==> config.mk <==
export PLATFORM = sky130hd
export DESIGN_NAME = dual_cpu_interrupt_mask_glue_top_flat
export DESIGN_NICKNAME = d
export VERILOG_FILES = /design/src/rtl/dcimg_pkg.sv /design/src/rtl/dcimg_req_if.sv /design/src/rtl/dcimg_rsp_if.sv /design/src/rtl/dcimg_regs.sv /design/src/rtl/dual_cpu_interrupt_mask_glue_top.sv /design/src/flat_wrapper.sv
export VERILOG_INCLUDE_DIRS = /design/src /design/src/rtl
export SDC_FILE = /design/constraint.sdc
export NUM_CORES = 1
export LEC_CHECK = 0
export BUFFER_PORTS_ARGS = -buffer_cell sky130_fd_sc_hd__buf_4
export CAP_MARGIN = 20
export CORE_MARGIN = 3
export CORE_UTILIZATION = 50
export DETAILED_ROUTE_END_ITERATION = 6
export PLACE_DENSITY = 0.69
export SLEW_MARGIN = 20
export SYNTH_ARGS = -nofsm -noshare
export SYNTH_HDL_FRONTEND = slang
export SYNTH_HIERARCHICAL = 1
export SYNTH_SLANG_ARGS = --single-unit
==> constraint.sdc <==
create_clock -name clk -period 5.4 [get_ports clk]
set_input_delay 1.08 -clock clk [delete_from_list [all_inputs] [get_ports clk]]
set_output_delay 1.08 -clock clk [all_outputs]
set_load 0.05 [all_outputs]
==> src/rtl/dual_cpu_interrupt_mask_glue_top_assert.svh <==
// assertion macros used by dcimg_regs
`ifndef DUAL_CPU_INTERRUPT_MASK_GLUE_TOP_ASSERT_SVH
`define DUAL_CPU_INTERRUPT_MASK_GLUE_TOP_ASSERT_SVH

// condition holds at every edge out of reset
`define DCIMG_ASSERT_ALWAYS(lbl, cond) \
	lbl: assert property (@(posedge clk) disable iff (!arst_n) (cond)) \
		else $error("dcimg assertion failed");

// consequent holds in the cycle after the antecedent
`define DCIMG_ASSERT_NEXT(lbl, ante, cons) \
	lbl: assert property (@(posedge clk) disable iff (!arst_n) (ante) |=> (cons)) \
		else $error("dcimg assertion failed");

`endif

==> src/rtl/dcimg_pkg.sv <==
package dcimg_pkg;

	localparam logic [3:0] FN_RD_MASK0  = 4'd0;
	localparam logic [3:0] FN_RD_MASK1  = 4'd1;
	localparam logic [3:0] FN_RD_SRC    = 4'd2;
	localparam logic [3:0] FN_RD_CROSS  = 4'd3;
	localparam logic [3:0] FN_WR_MASK0  = 4'd4;
	localparam logic [3:0] FN_WR_MASK1  = 4'd5;
	localparam logic [3:0] FN_WR_CROSS  = 4'd6;
	localparam logic [3:0] FN_WR_RESET  = 4'd7;
	localparam logic [3:0] FN_SRC_BIT   = 4'd8;

	localparam int SETCLR_BIT  = 31;
	localparam int REQ_CPU_BIT = 25;
	localparam int SMI0_BIT    = 30;
	localparam int SMI1_BIT    = 29;
	localparam int SYNC0_BIT   = 27;
	localparam int SYNC1_BIT   = 26;
	// reset register byte is write_word[31:24]
	localparam int RST_ENABLE_BIT  = 29;
	localparam int RST_RELEASE_BIT = 31;

	typedef struct packed {
		logic [3:0]  func;
		logic [31:0] write_word;
		logic [4:0]  source_index;
		logic        source_level;
		logic        requester_cpu;
	} req_t;

	typedef struct packed {
		logic [31:0] read_word;
		logic        irq_cpu_zero;
		logic        irq_cpu_one;
		logic        smi_cpu_zero;
		logic        smi_cpu_one;
		logic        sync_cpu_zero;
		logic        sync_cpu_one;
		logic        hold_cpu_one;
	} rsp_t;

	function automatic logic [31:0] setclr(input logic [31:0] target, input logic [31:0] w);
		logic [31:0] sel;
		sel = {1'b0, w[30:0]};
		if (w[SETCLR_BIT]) begin
			return target | sel;
		end
		return target & ~sel;
	endfunction

endpackage

==> src/rtl/dcimg_req_if.sv <==
interface dcimg_req_if;
	logic              valid;
	logic              ready;
	dcimg_pkg::req_t   data;

	modport source (output valid, output data, input ready);
	modport sink (input valid, input data, output ready);
endinterface

==> src/rtl/dcimg_rsp_if.sv <==
interface dcimg_rsp_if;
	logic              valid;
	logic              ready;
	dcimg_pkg::rsp_t   data;

	modport source (output valid, output data, input ready);
	modport sink (input valid, input data, output ready);
endinterface

==> src/rtl/dcimg_regs.sv <==
`include "dual_cpu_interrupt_mask_glue_top_assert.svh"

module dcimg_regs (
	input  logic            clk,
	input  logic            arst_n,
	input  logic            en,
	input  dcimg_pkg::req_t item,
	output dcimg_pkg::rsp_t result
);

	logic [31:0] mask0_q, mask1_q, src_q, cross_q;
	logic        held_q;
	logic [31:0] mask0_d, mask1_d, src_d, cross_d;
	logic        held_d;
	logic [31:0] rd;
	logic [31:0] src_bit;

	assign src_bit = 32'd1 << item.source_index;

	always_comb begin
		mask0_d = mask0_q;
		mask1_d = mask1_q;
		src_d   = src_q;
		cross_d = cross_q;
		held_d  = held_q;
		rd      = '0;
		unique case (item.func)
			dcimg_pkg::FN_RD_MASK0: rd = mask0_q;
			dcimg_pkg::FN_RD_MASK1: rd = mask1_q;
			dcimg_pkg::FN_RD_SRC:   rd = src_q;
			dcimg_pkg::FN_RD_CROSS: begin
				rd = cross_q;
				rd[dcimg_pkg::REQ_CPU_BIT] = item.requester_cpu;
			end
			dcimg_pkg::FN_WR_MASK0: mask0_d = dcimg_pkg::setclr(mask0_q, item.write_word);
			dcimg_pkg::FN_WR_MASK1: mask1_d = dcimg_pkg::setclr(mask1_q, item.write_word);
			dcimg_pkg::FN_WR_CROSS: cross_d = dcimg_pkg::setclr(cross_q, item.write_word);
			dcimg_pkg::FN_WR_RESET: begin
				if (item.write_word[dcimg_pkg::RST_ENABLE_BIT]) begin
					held_d = !item.write_word[dcimg_pkg::RST_RELEASE_BIT];
				end
			end
			dcimg_pkg::FN_SRC_BIT: begin
				if (item.source_level) begin
					src_d = src_q | src_bit;
				end else begin
					src_d = src_q & ~src_bit;
				end
			end
			default: ;
		endcase
	end

	always_comb begin
		result.read_word     = rd;
		result.irq_cpu_zero  = |(src_d & mask0_d);
		result.irq_cpu_one   = |(src_d & mask1_d);
		result.smi_cpu_zero  = cross_d[dcimg_pkg::SMI0_BIT];
		result.smi_cpu_one   = cross_d[dcimg_pkg::SMI1_BIT];
		result.sync_cpu_zero = !cross_d[dcimg_pkg::SYNC0_BIT];
		result.sync_cpu_one  = !cross_d[dcimg_pkg::SYNC1_BIT];
		result.hold_cpu_one  = held_d;
	end

	always_ff @(posedge clk or negedge arst_n) begin
		if (!arst_n) begin
			mask0_q <= '0;
			mask1_q <= '0;
			src_q   <= '0;
			cross_q <= '0;
			held_q  <= 1'b1;
		end else if (en) begin
			mask0_q <= mask0_d;
			mask1_q <= mask1_d;
			src_q   <= src_d;
			cross_q <= cross_d;
			held_q  <= held_d;
		end
	end

	// set/clear writes never reach bit 31
	`DCIMG_ASSERT_ALWAYS(a_top_bit_fixed, !mask0_q[31] && !mask1_q[31] && !cross_q[31])
	`DCIMG_ASSERT_NEXT(a_held_only_by_rst, !(en && item.func == dcimg_pkg::FN_WR_RESET), $stable(held_q))
	`DCIMG_ASSERT_NEXT(a_src_only_by_event, !(en && item.func == dcimg_pkg::FN_SRC_BIT), $stable(src_q))
	`DCIMG_ASSERT_NEXT(a_idle_no_change, !en, $stable(mask0_q) && $stable(mask1_q) && $stable(cross_q))

endmodule

==> src/rtl/dual_cpu_interrupt_mask_glue_top.sv <==
// interrupt mask glue for a two-processor board
// req channel: one item per register read, set/clear register write,
// reset register write or interrupt source bit change
// rsp channel: one item per request, carrying the read data (zero for
// non-reads) and all line levels (irq, smi, tlb sync, cpu1 hold) as they
// stand after the request took effect
// response path: a req item passes the input register, then the result
// register, before it shows on rsp; the register update happens as the
// item leaves the input register
// throughput: one item per cycle while rsp is not stalled, set by the single input register stage
// and the result register; back-to-back items see each other's updates
// when rsp is stalled the result register holds and the input register
// keeps one more item; req.ready drops only when both are full
// reset: masks, sources and cross-processor bits clear, cpu1 starts held,
// both channels empty
module dual_cpu_interrupt_mask_glue_top (
	input  logic           clk,
	input  logic           arst_n,
	dcimg_req_if.sink      req,
	dcimg_rsp_if.source    rsp
);

	logic            valid_s1;
	dcimg_pkg::req_t item_s1;
	logic            rsp_valid_q;
	dcimg_pkg::rsp_t rsp_data_q;
	dcimg_pkg::rsp_t result;
	logic            advance;

	assign advance   = valid_s1 && (!rsp_valid_q || rsp.ready);
	assign req.ready = !valid_s1 || advance;
	assign rsp.valid = rsp_valid_q;
	assign rsp.data  = rsp_data_q;

	dcimg_regs u_regs (
		.clk    (clk),
		.arst_n (arst_n),
		.en     (advance),
		.item   (item_s1),
		.result (result)
	);

	always_ff @(posedge clk or negedge arst_n) begin
		if (!arst_n) begin
			valid_s1 <= 1'b0;
		end else if (req.ready) begin
			valid_s1 <= req.valid;
		end
	end

	always_ff @(posedge clk) begin
		if (req.ready && req.valid) begin
			item_s1 <= req.data;
		end
	end

	always_ff @(posedge clk or negedge arst_n) begin
		if (!arst_n) begin
			rsp_valid_q <= 1'b0;
		end else if (advance) begin
			rsp_valid_q <= 1'b1;
		end else if (rsp.ready) begin
			rsp_valid_q <= 1'b0;
		end
	end

	always_ff @(posedge clk) begin
		if (advance) begin
			rsp_data_q <= result;
		end
	end

endmodule
==> src/flat_wrapper.sv <==
// flat-port wrapper written by rule: the top's interface ports become plain ports
module dual_cpu_interrupt_mask_glue_top_flat 
  (clk, arst_n, req_valid, req_data, req_ready, rsp_valid, rsp_data, rsp_ready);
  dcimg_req_if req_i ();
  dcimg_rsp_if rsp_i ();
  input  logic clk;
  input  logic arst_n;
  input wire logic [$bits(req_i.valid)-1:0] req_valid;
  input wire logic [$bits(req_i.data)-1:0] req_data;
  output wire logic [$bits(req_i.ready)-1:0] req_ready;
  output wire logic [$bits(rsp_i.valid)-1:0] rsp_valid;
  output wire logic [$bits(rsp_i.data)-1:0] rsp_data;
  input wire logic [$bits(rsp_i.ready)-1:0] rsp_ready;
  assign req_i.valid = req_valid;
  assign req_i.data = req_data;
  assign req_ready = req_i.ready;
  assign rsp_valid = rsp_i.valid;
  assign rsp_data = rsp_i.data;
  assign rsp_i.ready = rsp_ready;
  dual_cpu_interrupt_mask_glue_top u_core (.clk(clk), .arst_n(arst_n), .req(req_i), .rsp(rsp_i));
endmodule
Word-level counts from Yosys, hierarchy flattened
Cells that the tools add are included. Widths: inputs -> output; s select.

Flip-flop bits (word level): 213. Bits of input ports: 47. Word-level logic and storage cells: 76.

Equal/unequal tests: 8. Muxes and demuxes: 20. Bitwise logic cells: 12. Shifts and indexed selects: 1. Reductions and logical operators: 14.

Operators by type and width (count): $mux 32 (10); $and 32x32->32 (6); $pmux 32 s4 (1); $or 32x31->32 (3); $reduce_or 32->1 (2); $not 31->32 (1); $not 32->32 (1); $or 32x32->32 (1); $shl 1x5->32 const A (1); $mux 31 (1); $eq 4x3->1 const B (4); $eq 4x2->1 const B (2); $mux 1 (8); $logic_not 1->1 (5); $eq 4x1->1 const B (1); $eq 4x4->1 const B (1); $logic_not 4->1 (1); $logic_and 1x1->1 (2); $logic_or 1x1->1 (2); $reduce_and 2->1 (1); $reduce_bool 2->1 (1).

Longest topological paths before layout
Depth after elaboration: 7. Depth in mapped cells: 9.

Hierarchy
Netlist, hierarchy kept.

Modules (own cells, without submodules): dcimg_regs (cells each 849, sequential area each 3129.3 sq um, instances 1, area an instance 7937.6 sq um); dual_cpu_interrupt_mask_glue_top (cells each 90, sequential area each 2512.4 sq um, instances 1, area an instance 2566.2 sq um).

Worst setup path after synthesis
No wires, ideal clock.

Path kind: input to register. Start point: input port rsp_ready. End point: register with a tool-made name. Data arrival time: 3330 ps. Path slack: 1945 ps. Stages on the path: 7. Data required time: 5275 ps. Cell sequence: nand2b_1 > and2_1 > and2_1 > clkbuf_1 > clkbuf_1 > nand2_1 > mux2_2.

RTL lines: start, declared (line flat_wrapper.sv:13) `input wire logic [$bits(rsp_i.ready)-1:0] rsp_ready;`.

==> results.json <==
{
  "dieArea_um2": 22780,
  "synth.cell_area_um2": 10500,
  "hp-class": "reg2reg",
  "synth_seq_cells": 209,
  "path_clk_slew_ns": 0.06,
  "critPathKind": "reg2reg",
  "synth_compound_area_share_pct": 10.86,
  "wire_per_inst_um": 22.11,
  "synth_fa_ha_area_share_pct": 0,
  "grt_use_total_pct": 25.47,
  "postLayoutCoreUtil_pct": 59.79,
  "final_common_cell": "nand2_1",
  "synthXorXnorAreaFrac_pct": 0,
  "finalPower_mw": 4.794,
  "leakage_nw": 5.059,
  "pin_count": 88,
  "synth-edff-count": 82,
  "rows": 52,
  "cp_cell_sequence": "or4b_1 -> o41ai_1 -> a22oi_1 -> a2111oi_0 -> o2111ai_1 -> or4_1",
  "start_util_pct": 51.41,
  "layout-drive-gt1-share_pct": 30.12,
  "fin_nets": 1045,
  "dp.cells": 1241,
  "antenna_found_initial": 0,
  "setup_tns_ns": 0,
  "synthSimpleGateAreaFrac_pct": 14.63,
  "drtIter0Drc": 808,
  "cts_buffer_depth": 3,
  "synth_fp_nets": 986,
  "period_needed_ns": 3.842,
  "ys_types": 55,
  "path_max_fanout": 25,
  "synth_cells": 939,
  "gp_congestion": 0.9691,
  "crit_slowest_cell": "or4b_1",
  "hold_violations": 0,
  "clock-sinks": 209,
  "synthArstFlopShare_pct": 60.77,
  "grt.overflow.total": 0,
  "dieHeight_um": 150.9,
  "die_x_um": 150.9,
  "ys_seq_area_share_pct": 53.71,
  "vias_per_cell": 6.018,
  "diodes": 0,
  "skew_ns": 0.01513,
  "layout_worst_path_cycle_share_pct": 71.15,
  "cts_max_level": 1,
  "cts_hold_buf": 0,
  "cts_buffers": 24,
  "layout_setup_ws_ns": 1.558,
  "drc": 0,
  "io_buffers": 87,
  "worst_pin_slew_ns": 1.112,
  "antenna_left": 0,
  "layout_common_cells": "nand2_1 (202), mux2_2 (142), dfrtp_1 (126)",
  "grt_pass1_vias": 7531,
  "critPathLaunchType": "flop",
  "synth_flop_cell": "dfrtp_1",
  "peakVddDrop_mv": 0.2618,
  "cp_slowest_stage_delay_ns": 1.07,
  "end_kind": "flop",
  "finalWirelength_mm": 28.43,
  "cp_top_family": "simple AND/OR/NAND/NOR gates",
  "critPathRequiredTime_ns": 5.65,
  "synth_warnings": 6,
  "pre_cts_slack_ns": 1.570,
  "setup_violations": 0,
  "critPathBufInv": 0,
  "fmax_mhz": 260.3,
  "p_per_area_nw_per_um2": 392.5,
  "area_growth_pct": 16.30,
  "coreArea_um2": 20430,
  "drtPass1Iterations": 5,
  "outcome": "complete, no violations",
  "max_cap_violations": 0,
  "hpwlAfterDp_mm": 18.85,
  "drv_slew": 0,
  "clock_latency_ns": 0.52,
  "arrival_ns": 4.09,
  "maxSlewHeadroom_pct": 25.84,
  "synth_top_family_by_area": "multiplexers",
  "cts-root-buf": "clkbuf_16",
  "final_cells": 1286,
  "vias": 7739,
  "cts_tree": "done",
  "cts_resized": 0,
  "grt_start_max_net_pins": 75,
  "fill_cells": 1711,
  "muxShareOfSynthArea_pct": 17.52,
  "syn_area_per_cell_um2": 11.19,
  "post-cts-setup-buffers": 0,
  "rsz0062_at_grt": "no",
  "grt_pass1_wl_mm": 44.66
}
## cells in the mapped netlist, drive strengths merged (2+ instances only)
library cell  number  share of area (%)
nor4b              4               0.54
nand2            202                7.2
nand4             23                1.4
a21oi             14               0.67
o21ai             10               0.48
or4b               2               0.19
and3b              4               0.33
clkbuf            57                2.0
o31ai             10               0.81
mux2i             23                2.2
a22oi             80                5.7
a31oi             16               0.95
a22o               3               0.25
inv                7               0.25
buf               18               0.99
o2111ai            2               0.17
nor3b              3               0.21
nand3             16               0.76
o22ai              4               0.24
nand3b             3               0.33
nor2              30                1.1
mux2             143                 15
dfrtp            126                 30
nand2b             6               0.36
or2                2               0.12
a2bb2oi            3               0.25
nor2b              4               0.24
or4                5               0.36
nor3               7               0.33
o41ai              9                1.1
and2              11               0.68
edfxtp            82                 23
## worst min-delay path: stages (launching register included)
cell and delay [ns]:
dfstp_2 0.37, inv_1 0.04, o21ai_0 0.07
## final cells by class
cell class	count	area, um2	area share, %
Inverter	7	26.28	0.2151
Clock inverter	14	148.9	1.219
Timing Repair Buffer	108	843.3	6.904
Sequential cell	209	5642	46.18
Tap cell	270	337.8	2.766
Clock buffer	30	664.4	5.439
Multi-Input combinational cell	648	4553	37.27
## where the power goes
| part | leakage (nW) | internal, mW | switching (mW) |
|---|---|---|---|
| logic | 2.30 | 0.415 | 0.531 |
| clock network | 0.395 | 1.01 | 0.649 |
| registers | 2.36 | 1.95 | 0.239 |
| total | 5.06 | 3.38 | 1.42 |
## cells by family after synthesis
family / after synthesis
flops: 209
compound gates: 154
simple gates: 328
mux: 166
buf+inv: 82
## final timing paths
kind / startpoint / end / slack [ns] / depth (start not counted)
max in group asynchronous: arst_n / asynchronous set/reset pin / 3.66 / 2
min in group asynchronous: arst_n / u_core/u_regs/mask1_q[0]$_DFFE_PN0P_ / 0.68 / 1
setup / recovery: u_core/item_s1[40]$_DFFE_PP_ / u_core/rsp.data[6]$_DFFE_PP_ / 1.56 / 6
hold / removal: u_core/u_regs/held_q$_DFFE_PN1P_ / u_core/u_regs/held_q$_DFFE_PN1P_ / 0.49 / 2
hold reg to reg: u_core/u_regs/held_q$_DFFE_PN1P_ / u_core/u_regs/held_q$_DFFE_PN1P_ / 0.49 / 2
setup reg to reg: u_core/item_s1[40]$_DFFE_PP_ / u_core/rsp.data[6]$_DFFE_PP_ / 1.56 / 6
## per-layer routing
metal	up-vias	global-route usage (%)	routed length (um)
li1	3574	-	-
met1	3845	37.83	13050
met2	272	39.34	12950
met3	48	3.800	1632
met4	0	6.845	799
met5	-	0	0
## metrics by stage
step | cell area, um2 | hold slack (ns)
after floorplan | 10500 | 0.4485
after global placement | 11390 | 0.4556
after detailed placement | 11390 | 0.4775
after CTS | 12200 | 0.4866
after global routing | 12220 | 0.5124
final | 12220 | 0.4919
Note: power is estimated with default switching activity, not from simulation.
